==> src/hw/rtl/urrs_pkg.sv <==
package urrs_pkg;

    // Data word width of the random source and bounds
    localparam int unsigned WORD_W = 32;

    // Divider step counter width, indexes WORD_W steps
    localparam int unsigned CNT_W = $clog2(WORD_W);

    // Opcodes
    localparam logic OP_UNBIASED = 1'b0;
    localparam logic OP_BIASED   = 1'b1;

    // Sequencer states
    typedef enum logic [1:0] {
        ST_IDLE,
        ST_DIVIDE,
        ST_FINISH
    } urrs_state_t;

endpackage

==> src/hw/rtl/unbiased_range_rejection_sampler_top.sv <==
// Channel   Direction  Handshake              Payload
// in        sink       in_valid / in_stall    opcode, random_word, range_low, range_high
// out       source     out_valid / out_stall  sample_value, accepted
// cfg       sink       cfg_valid / cfg_ready  cfg_data (no_repeat_enable)
//
// A transaction runs from acceptance to a loaded result in order: a capture step,
// WORD_W steps of the shared restoring divider, then the finish state.
// The divider step reduces the random word and (2^WORD_W - span) by the span side by side.
// The result sits in an output register; a stalled result holds the block in its
// finish cycle only when a second result is ready behind it.
// rst_n clears the sequencer, the output valid, the repeat-guard state and the config register.
module unbiased_range_rejection_sampler_top
    import urrs_pkg::*;
(
    input  logic              clk,
    input  logic              rst_n,
    // input channel
    input  logic              in_valid,
    output logic              in_stall,
    input  logic              opcode,
    input  logic [WORD_W-1:0] random_word,
    input  logic [WORD_W-1:0] range_low,
    input  logic [WORD_W-1:0] range_high,
    // output channel
    output logic              out_valid,
    input  logic              out_stall,
    output logic [WORD_W-1:0] sample_value,
    output logic              accepted,
    // configuration channel
    input  logic              cfg_valid,
    output logic              cfg_ready,
    input  logic              cfg_data
);

    urrs_state_t       state_reg, state_next;
    logic [CNT_W-1:0]  cnt_reg, cnt_next;

    logic              op_reg;
    logic [WORD_W-1:0] word_reg;
    logic [WORD_W-1:0] low_reg;
    logic [WORD_W-1:0] span_reg;
    logic [WORD_W-1:0] dvd_a_reg, dvd_a_next;
    logic [WORD_W-1:0] dvd_b_reg, dvd_b_next;
    logic [WORD_W-1:0] rem_a_reg, rem_a_next;
    logic [WORD_W-1:0] rem_b_reg, rem_b_next;

    logic              out_valid_reg, out_valid_next;
    logic [WORD_W-1:0] sample_value_reg;
    logic              accepted_reg;

    logic              no_repeat_reg;
    logic [WORD_W-1:0] prev_value_reg;
    logic              prev_valid_reg;

    logic              load_in;
    logic              div_step;
    logic              load_out;
    logic              out_free;

    logic [WORD_W-1:0] span_in;

    // ------------------------------------------------------------------
    // Handshakes
    // ------------------------------------------------------------------
    assign cfg_ready = 1'b1;
    assign out_valid = out_valid_reg;
    assign sample_value = sample_value_reg;
    assign accepted = accepted_reg;
    assign out_free = !out_valid_reg || !out_stall;
    assign span_in = range_high - range_low + WORD_W'(1);

    // ------------------------------------------------------------------
    // Next state
    // ------------------------------------------------------------------
    always_comb
    begin
        state_next = state_reg;
        unique case (state_reg)
            ST_IDLE:
            begin
                if (in_valid)
                begin
                    state_next = ST_DIVIDE;
                end
            end
            ST_DIVIDE:
            begin
                if (cnt_reg == '0)
                begin
                    state_next = ST_FINISH;
                end
            end
            ST_FINISH:
            begin
                if (out_free)
                begin
                    state_next = ST_IDLE;
                end
            end
            default:
            begin
                state_next = ST_IDLE;
            end
        endcase
    end

    // ------------------------------------------------------------------
    // Sequencer outputs
    // ------------------------------------------------------------------
    always_comb
    begin
        in_stall = 1'b1;
        load_in  = 1'b0;
        div_step = 1'b0;
        load_out = 1'b0;
        unique case (state_reg)
            ST_IDLE:
            begin
                in_stall = 1'b0;
                load_in  = in_valid;
            end
            ST_DIVIDE:
            begin
                div_step = 1'b1;
            end
            ST_FINISH:
            begin
                load_out = out_free;
            end
            default:
            begin
                in_stall = 1'b1;
            end
        endcase
    end

    always_ff @(posedge clk or negedge rst_n)
    begin
        if (!rst_n)
        begin
            state_reg <= ST_IDLE;
        end
        else
        begin
            state_reg <= state_next;
        end
    end

    // ------------------------------------------------------------------
    // Shared divider step: reduce both dividends by the span, one bit each
    // ------------------------------------------------------------------
    logic [WORD_W:0] trial_a, trial_b;
    logic [WORD_W:0] diff_a, diff_b;

    always_comb
    begin
        trial_a = {rem_a_reg, dvd_a_reg[WORD_W-1]};
        trial_b = {rem_b_reg, dvd_b_reg[WORD_W-1]};
        diff_a  = trial_a - {1'b0, span_reg};
        diff_b  = trial_b - {1'b0, span_reg};

        cnt_next   = cnt_reg;
        dvd_a_next = dvd_a_reg;
        dvd_b_next = dvd_b_reg;
        rem_a_next = rem_a_reg;
        rem_b_next = rem_b_reg;

        if (load_in)
        begin
            cnt_next   = CNT_W'(WORD_W - 1);
            dvd_a_next = random_word;
            dvd_b_next = '0 - span_in;
            rem_a_next = '0;
            rem_b_next = '0;
        end
        else if (div_step)
        begin
            cnt_next   = cnt_reg - CNT_W'(1);
            dvd_a_next = {dvd_a_reg[WORD_W-2:0], 1'b0};
            dvd_b_next = {dvd_b_reg[WORD_W-2:0], 1'b0};
            rem_a_next = diff_a[WORD_W] ? trial_a[WORD_W-1:0] : diff_a[WORD_W-1:0];
            rem_b_next = diff_b[WORD_W] ? trial_b[WORD_W-1:0] : diff_b[WORD_W-1:0];
        end
    end

    // Hold the item fields and the divider registers
    always_ff @(posedge clk)
    begin
        if (load_in)
        begin
            op_reg   <= opcode;
            word_reg <= random_word;
            low_reg  <= range_low;
            span_reg <= span_in;
        end
        cnt_reg   <= cnt_next;
        dvd_a_reg <= dvd_a_next;
        dvd_b_reg <= dvd_b_next;
        rem_a_reg <= rem_a_next;
        rem_b_reg <= rem_b_next;
    end

    // ------------------------------------------------------------------
    // Finish: shift by the lower bound; in unbiased mode apply size and repeat rejection
    // ------------------------------------------------------------------
    logic              span_zero;
    logic [WORD_W-1:0] word_mod;
    logic [WORD_W-1:0] tail_mod;
    logic [WORD_W-1:0] value;
    logic [WORD_W:0]   size_sum;
    logic              size_reject;
    logic              repeat_reject;
    logic              reject;

    always_comb
    begin
        // A zero span stands for the full word range: no reduction, no size check
        span_zero     = (span_reg == '0);
        word_mod      = span_zero ? word_reg : rem_a_reg;
        tail_mod      = span_zero ? '0 : rem_b_reg;
        value         = word_mod + low_reg;
        // word >= 2^W - (2^W mod span) exactly when word + tail carries out
        size_sum      = {1'b0, word_reg} + {1'b0, tail_mod};
        size_reject   = size_sum[WORD_W];
        repeat_reject = no_repeat_reg && prev_valid_reg && (prev_value_reg == value);
        reject        = (op_reg == OP_UNBIASED) && (size_reject || repeat_reject);
    end

    // Output valid and the repeat-guard state
    always_comb
    begin
        out_valid_next = out_valid_reg;
        if (load_out)
        begin
            out_valid_next = 1'b1;
        end
        else if (!out_stall)
        begin
            out_valid_next = 1'b0;
        end
    end

    always_ff @(posedge clk or negedge rst_n)
    begin
        if (!rst_n)
        begin
            out_valid_reg  <= 1'b0;
            prev_valid_reg <= 1'b0;
            prev_value_reg <= '0;
            no_repeat_reg  <= 1'b0;
        end
        else
        begin
            out_valid_reg <= out_valid_next;
            if (cfg_valid && cfg_ready)
            begin
                no_repeat_reg <= cfg_data;
            end
            if (load_out && (op_reg == OP_UNBIASED) && !reject)
            begin
                prev_valid_reg <= 1'b1;
                prev_value_reg <= value;
            end
        end
    end

    // Load the result register
    always_ff @(posedge clk)
    begin
        if (load_out)
        begin
            sample_value_reg <= reject ? '0 : value;
            accepted_reg     <= !reject;
        end
    end

`ifndef NO_ASSERTIONS
    // An accepted input starts the divider
    a_start_divide: assert property (@(posedge clk) disable iff (!rst_n)
        (in_valid && !in_stall) |=> (state_reg == ST_DIVIDE))
        else $error("accepted input did not start the divider");

    // The last divider step hands over to the finish cycle
    a_divide_done: assert property (@(posedge clk) disable iff (!rst_n)
        (state_reg == ST_DIVIDE && cnt_reg == '0) |=> (state_reg == ST_FINISH))
        else $error("divider did not finish after its last step");

    // A rejected result carries a zero value
    a_reject_zero: assert property (@(posedge clk) disable iff (!rst_n)
        (out_valid && !accepted) |-> (sample_value == '0))
        else $error("rejected result with nonzero value");

    // A result is never loaded over one that is still stalled
    a_no_overwrite: assert property (@(posedge clk) disable iff (!rst_n)
        (out_valid && out_stall) |-> !load_out)
        else $error("stalled result overwritten");
`endif

endmodule
==> config.mk <==
export PLATFORM = sky130hd
export DESIGN_NAME = unbiased_range_rejection_sampler_top
export DESIGN_NICKNAME = d
export VERILOG_FILES = /design/src/hw/rtl/urrs_pkg.sv /design/src/hw/rtl/unbiased_range_rejection_sampler_top.sv
export SDC_FILE = /design/constraint.sdc
export NUM_CORES = 1
export LEC_CHECK = 0
export ABC_AREA = 1
export BUFFER_PORTS_ARGS = -buffer_cell sky130_fd_sc_hd__buf_2
export CORE_UTILIZATION = 45
export CTS_CLUSTER_SIZE = 24
export DETAILED_ROUTE_END_ITERATION = 8
export PLACE_DENSITY_LB_ADDON = 0.08
export SLEW_MARGIN = 10
export SYNTH_ARGS = -nofsm -noshare
export SYNTH_HDL_FRONTEND = slang
export SYNTH_SLANG_ARGS = --single-unit
==> constraint.sdc <==
create_clock -name clk -period 4.35 [get_ports clk]
set_input_delay 0.2175 -clock clk [delete_from_list [all_inputs] [get_ports clk]]
set_output_delay 0.2175 -clock clk [all_outputs]
set_load 0.01 [all_outputs]
==> impl_results.md, run 1 <==
- # nets final: approximately 3800
- Initial DRC count: between 1500 and 2000
- Die area: 51500 um2
- Synth top area share: approximately a quarter
- Worst reg2reg path startpoint: span_reg[23]
- Asr flop ratio synth: between 10% and 20%
- GPL Wtd Cong: 0.955
- Synth cell types: 57
- WP buf/inv: 6
- Port buffer count: roughly 140
- Critical path data arrival time: roughly 4.4 ns
- Filler instances: 4897
- Gr usage total: 30.4%
- Most common cell in the netlist: nand2_1
- Die X: 227 um
- Worst vdd ir: around 0.43 mV
- Syn Area/Cell: 7.12 um2
- CTS Sinks: 300
- Worst Max-Slew Pin Slew: 1.12 ns
- Final worst-path cycle share: 94.9%
- FF+latch count, synth: 300
- Largest net degree at the start of global routing: ~160
- Fin worst setup slack: 0.222 ns
- Critical Path Sink Type: register
- First-pass GRT wire length: 120000 um
- Pleak: approximately 14 nW
- Most frequent CP cell: nand2_1
- Vias: around 22000
- Hold Fails Final Rpt: 0
- Final min period: 4.13 ns
- Slowest stage cell, crit path: edfxtp_1
- H-tree levels: 2
- HP Class: in2reg
- Clk_skew: ~0.022 ns
- Hold path startpoint: range_high[0]
- Initial Utilization: 45.5%
- Family with the most delay on the worst path: simple AND/OR/NAND/NOR gates
- Register area share after synthesis: approximately 36%
- Status: complete, no violations
- Avg WL per Cell: 18.7 um
- Vias in the first global route: 21253
- Worst hold path depth: 2
- Initial antenna violation count: 0
- RSZ-0062 raised after global routing: yes
- Row Count: slightly above 80
- Top post-synthesis cells by area: edfxtp_1, nand2_1, ha_1, inv_1, dfxtp_1
- Critical path startpoint category: register
- Post-synth EDFFs: 194
- Post-Synthesis Cell Area: around 23000 um2
- Worst r2r path cells: 27
- Ys flop type: edfxtp_1
- Core area: about 50000 um2
- IO Pins: approximately 140
- Hold slack: roughly 0.12 ns
- Ant diodes: 0
- Root Driver: clkbuf_16
- Clock tree buffer depth: 3
- Max-slew violations: 0
- Synth Net Count: about 3500
- Post-synth top cells: nand2_1, inv_1, nor2_1
- CTS tree: yes
- CP Max Fanout: 12
- Total negative slack: 0 ns
- CP peak stage delay: 0.42 ns
- Clock transition at path regs: about 0.050 ns
- FF-to-FF setup slack: roughly 0.22 ns
- Post-route ant nets: 0
- HPWL Detailed: about 62000 um
- DP Worst Slack: -0.0847 ns
- Achievable Freq: ~240 MHz
- Drt via density: about 5.3
- Worst setup path class: reg2reg
- Synth Warn #: 0
- Critical R2R Capture: sample_value[0]
- Share of cells above drive strength 1: 13.8%
- Worst slew margin: 25.6%
- Area leader, netlist: edfxtp_1
- GR Overflow Total: 0
- Drt pass-1 iters: 5
- Max_cap viols: 0
- Die Ht: roughly 230 um
- P per Cell Area: between 700 and 800 nW/um2
- Final setup vio count: 0
- CP Data Required Time: ~4.6 ns
- Synth-to-layout area growth: 21.8%
- Synthesized netlist cell count: between 3000 and 4000
- Total CTS buffers: 36
- Design Power: 20.5 mW
- Worst-skew pair later-pin latency: about 0.56 ns
- Routed WL: ~80000 um
- Worst hold endpoint: span_reg[0]
- # DRC: 0
[report_power, final]
part / switching [mW] / internal [mW]
clock network: 1.31 / 1.89
logic: 7.65 / 4.47
registers: 0.665 / 4.50
[what timing repair did]
action                                 4_1_cts  5_1_grt
buffers inserted                             4       17
cloned                                       0        6
setup endpoints to repair                   63       66
endpoints found under the hold margin      135        0
gates resized for setup                      9      124
pin swaps                                    5       39
hold buffers                                69        0
[area by class of cell]
| cell class | instances | area (um2) | area share (%) |
|---|---|---|---|
| multi-input cells | 2357 | 13000 | 46.8 |
| flip-flops and latches | 300 | 8130 | 29.3 |
| repair buffers | 362 | 2770 | 9.99 |
| inverters | 474 | 1790 | 6.44 |
| clock buffers | 43 | 957 | 3.45 |
| well taps | 672 | 841 | 3.03 |
| clock inverters | 22 | 279 | 1.01 |
[cell usage in the layout (no fill, tap or decap), drive strengths merged, types with 37 or more instances in the layout]
cell | synthesis | routed
a21oi | 168 | 168
o211ai | 42 | 42
buf | 28 | 289
nand2 | 989 | 989
inv | 473 | 477
dfrtp | 37 | 37
nor2 | 284 | 284
edfxtp | 194 | 194
xor2 | 43 | 43
nand4 | 68 | 68
ha | 191 | 191
dlygate4sd3 | 0 | 69
clkbuf | 41 | 47
dfxtp | 69 | 69
o21ai | 185 | 185
nand3 | 193 | 193
[metrics by stage]
step	instance area [um2]	std cells	utilization [%]
floorplan	22800	3200	-
global placement	25100	4070	50.1
detailed placement	25100	4070	50.1
CTS	27100	4208	54.1
global route	27800	4230	55.4
finish	27800	4230	55.4
[logic make-up (layout without fill, tap and decap cells)]
kind of cell / Yosys count / count (layout) / share of synthesized area, %
compound gates: 476 / 476 / 11.8
xor+xnor: 77 / 77 / 3.03
fa+ha+maj: 195 / 195 / 10.8
buf+inv: 543 / 901 / 9.19
flops: 300 / 300 / 35.7
mux: 3 / 3 / 0.148
other cells: 1 / 1 / 0.0165
simple gates: 1605 / 1605 / 29.3
[metal layers]
layer	part of all wire, %	global-route usage, %
met1	46	41.5
met2	45	50.1
met3	4.4	2.84
met4	3.9	11.0
met5	0	0
[worst max-delay path by stage]
stage                 startpoint            endpoint  slack [ns]  cells past startpoint
floorplan           state_reg[1]          low_reg[0]        0.33                      4
global placement    span_reg[30]     sample_value[0]       -0.01                     27
detailed placement  span_reg[23]     sample_value[9]       -0.08                     29
CTS                 span_reg[23]     sample_value[9]        0.02                     29
global route        span_reg[27]  prev_value_reg[15]       -0.06                     31
finish              span_reg[23]     sample_value[0]        0.22                     27
No activity file was read; power rests on OpenSTA's default activity.
==> run 2, diff against run 1 <==
- CELL_PAD_IN_SITES_DETAIL_PLACEMENT: unset -> 1
- CELL_PAD_IN_SITES_GLOBAL_PLACEMENT: unset -> 1
- CORE_UTILIZATION: 45 -> 41
==> run 2 against run 1 <==
Compared with the run above:
- cell count increased by 1.3%
- utilization decreased by 4.7 points
- clock power is 13% higher
- first-iteration DRC count shrank 27%
- via count grew 2.9%
- sequential cell count unchanged
- hold slack worse by 0.069 ns
- sequential power increased by 1%
- critical endpoint is now prev_value_reg[30]
- largest power group unchanged
==> impl_results.md, run 2 (synthesis gave the netlist of run 1 again) <==
- Status: complete, no violations (unchanged)
- Hold path startpoint: range_high[0] (unchanged)
- HP Class: in2reg (unchanged)
- Initial Utilization: 41.4% (was 45.5%)
- Worst hold path depth: 2 (unchanged)
- # DRC: 0 (unchanged)
- Share of cells above drive strength 1: 13.6% (was 13.8%)
- CP peak stage delay: 0.62 ns (was 0.42 ns)
- CP Data Required Time: 4.86 ns (was 4.61 ns)
- Psw: 10.2 mW (was 9.63 mW)
- Worst setup path class: reg2reg (unchanged)
- Die X: 238 um (was 227 um)
- Area after DPL: 24900 um2 (was 25100 um2)
- Critical R2R Capture: prev_value_reg[30] (was sample_value[0])
- First-pass GRT wire length: 135000 um (was 120000 um)
- Ant diodes: 0 (unchanged)
- CTS tree: yes (unchanged)
- Die area: 56500 um2 (was 51500 um2)
- Worst slew margin: 19.0% (was 25.6%)
- Multi-input gate area: 13000 um2 (about the same)
- Sequential cell area: 8130 um2 (unchanged)
- Clk_skew: 0.0177 ns (was 0.0225 ns)
- Hold Fails Final Rpt: 0 (unchanged)
- Post-route ant nets: 0 (unchanged)
- Synth-to-layout area growth: 22.5% (was 21.8%)
- Final min period: 4.33 ns (was 4.13 ns)
- CTS Sinks: 300 (unchanged)
- Worst-skew pair later-pin latency: 0.58 ns (was 0.56 ns)
- Largest net degree at the start of global routing: 155 (unchanged)
- RSZ-0062 raised after global routing: yes (unchanged)
- Drt via density: 5.34 (was 5.26)
- H-tree levels: 2 (unchanged)
- Routed WL: 90200 um (was 79200 um)
- Vias in the first global route: 23176 (was 21253)
- Worst hold endpoint: span_reg[0] (unchanged)
- Final setup vio count: 0 (unchanged)
- Critical path startpoint category: register (unchanged)
- Max-slew violations: 0 (unchanged)
- Filler instances: 6973 (was 4897)
- FF-to-FF setup slack: 0.02 ns (was 0.22 ns)
- Switching portion of total power: 48.0% (was 47.0%)
- Initial antenna violation count: 0 (unchanged)
- Critical Path Sink Type: register (unchanged)
- Drt pass-1 iters: 5 (unchanged)
- Logic pwr share: 58.3% (was 59.2%)
- GR Overflow Total: 0 (unchanged)
- Port buffer count: 137 (unchanged)
- P per Cell Area: 760 nW/um2 (was 738 nW/um2)
- Achievable Freq: 231 MHz (was 242 MHz)
- Vias: 22897 (was 22262)
- GPL Wtd Cong: 0.942 (was 0.955)
- Final worst-path cycle share: 99.6% (was 94.9%)
- Worst vdd ir: 0.403 mV (was 0.434 mV)
- Worst reg2reg path startpoint: span_reg[0] (was span_reg[23])
- Max_cap viols: 0 (unchanged)
- Avg WL per Cell: 21.0 um (was 18.7 um)
- Die Ht: 238 um (was 227 um)
- Clock transition at path regs: 0.06 ns (was 0.05 ns)
- Most frequent cells in the layout: nand2_1, inv_1, nor2_1 (unchanged)
- # nets final: 3804 (was 3829)
- Critical path data arrival time: 4.84 ns (was 4.38 ns)
- Worst r2r path cells: 30 (was 27)
- Clock tree buffer depth: 3 (unchanged)
- HPWL Detailed: 70200 um (was 62400 um)
- Core area: 55000 um2 (was 50100 um2)
- Gr usage total: 31.0% (was 30.4%)
- Design Power: 21.2 mW (was 20.5 mW)
- Cell Int Power: 11.0 mW (was 10.9 mW)
- Most common cell after layout, fill and taps aside: nand2_1 (unchanged)
- Sequential share of power: 24.6% (was 25.2%)
- Most frequent CP cell: nand2_1 (unchanged)
- Pleak: 13.6 nW (about the same)
- Slowest stage cell, crit path: fa_2 (was edfxtp_1)
- CP Max Fanout: 8 (was 12)
- Worst Max-Slew Pin Slew: 1.21 ns (was 1.12 ns)
- Final instance area: 27900 um2 (was 27800 um2)
- Clock power share: 17.1% (was 15.6%)
- IO Pins: 139 (unchanged)
- Root Driver: clkbuf_16 (unchanged)
- Initial DRC count: 1151 (was 1575)
- Row Count: 86 (was 82)
- Total CTS buffers: 39 (was 36)
==> run 2: how the worst max path moves through the flow <==
| stage | start | to | slack, ns |
|---|---|---|---|
| after global routing | span_reg[1] | prev_value_reg[30] | -0.13 |
| final | span_reg[0] | prev_value_reg[30] | 0.02 |
| after global placement | span_reg[0] | sample_value[5] | -0.13 |
| after floorplan | state_reg[1] | low_reg[0] | 0.33 |
| after detailed placement | span_reg[12] | sample_value[5] | -0.30 |
| after CTS | span_reg[1] | sample_value[5] | 0.008 |
==> run 2: worst max-delay path, delay by kind of cell, from the launching register on <==
kind / cells / cell delay (ns)
flip-flops: 1 / 0.40
adder cells (fa/ha/maj): 2 / 0.76
buffers and inverters: 6 / 0.71
AO/OA/AOI/OAI: 1 / 0.07
AND/OR/NAND/NOR: 21 / 2.31
==> run 2: final cells by class <==
| class | instances | area share [%] |
|---|---|---|
| clock inverters | 23 | 1.27 |
| multi-input cells | 2357 | 46.6 |
| repair buffers | 334 | 9.47 |
| well taps | 748 | 3.35 |
| inverters | 474 | 6.40 |
| clock buffers | 49 | 3.74 |
| flip-flops and latches | 300 | 29.1 |
==> run 2: per-layer routing <==
metal  wire, um  up-vias  share of wire [%]  GRT usage (%)
met5          0        -                  0              0
met4       2590        0                2.9           8.90
met3       2780      114                3.1           2.58
met2      43500      447                 48           53.4
met1      41300    11234                 46           41.3
li1           -    11102                  -              -
==> run 2: stage by stage <==
step           hold slack [ns]  setup WS (ns)  cells  utilization [%]  TNS [ns]
6_report                0.0553         0.0183   4285             50.8         0
5_1_grt                 0.0671         -0.133   4285             50.8     -5.47
4_1_cts                 0.0608        0.00847   4257             49.4         0
3_5_place_dp             0.409         -0.297   4101             45.2    -13.80
3_3_place_gp             0.398         -0.128   4101             45.2     -5.42
2_1_floorplan          -0.0781          0.329   3200                -         0
==> run 2: timing repair <==
| item | CTS | global route |
|---|---|---|
| pin swaps | 17 | 27 |
| setup endpoints to repair | 66 | 66 |
| cloned | 1 | 9 |
| buffers inserted | 14 | 19 |
| endpoints found under the hold margin | 136 | 0 |
| hold buffers | 69 | 0 |
| gates resized for setup | 20 | 128 |
==> run 2: power groups by stage <==
stage | Combinational [mW] | Clock [mW] | Sequential [mW]
CTS | 11.8 | 3.68 | 5.19
floorplan | 7.68 | 0 | 5.01
detailed placement | 11.5 | 0 | 5.23
global route | 13.6 | 3.77 | 5.32
finish | 12.4 | 3.63 | 5.23
global placement | 11.1 | 0 | 5.21
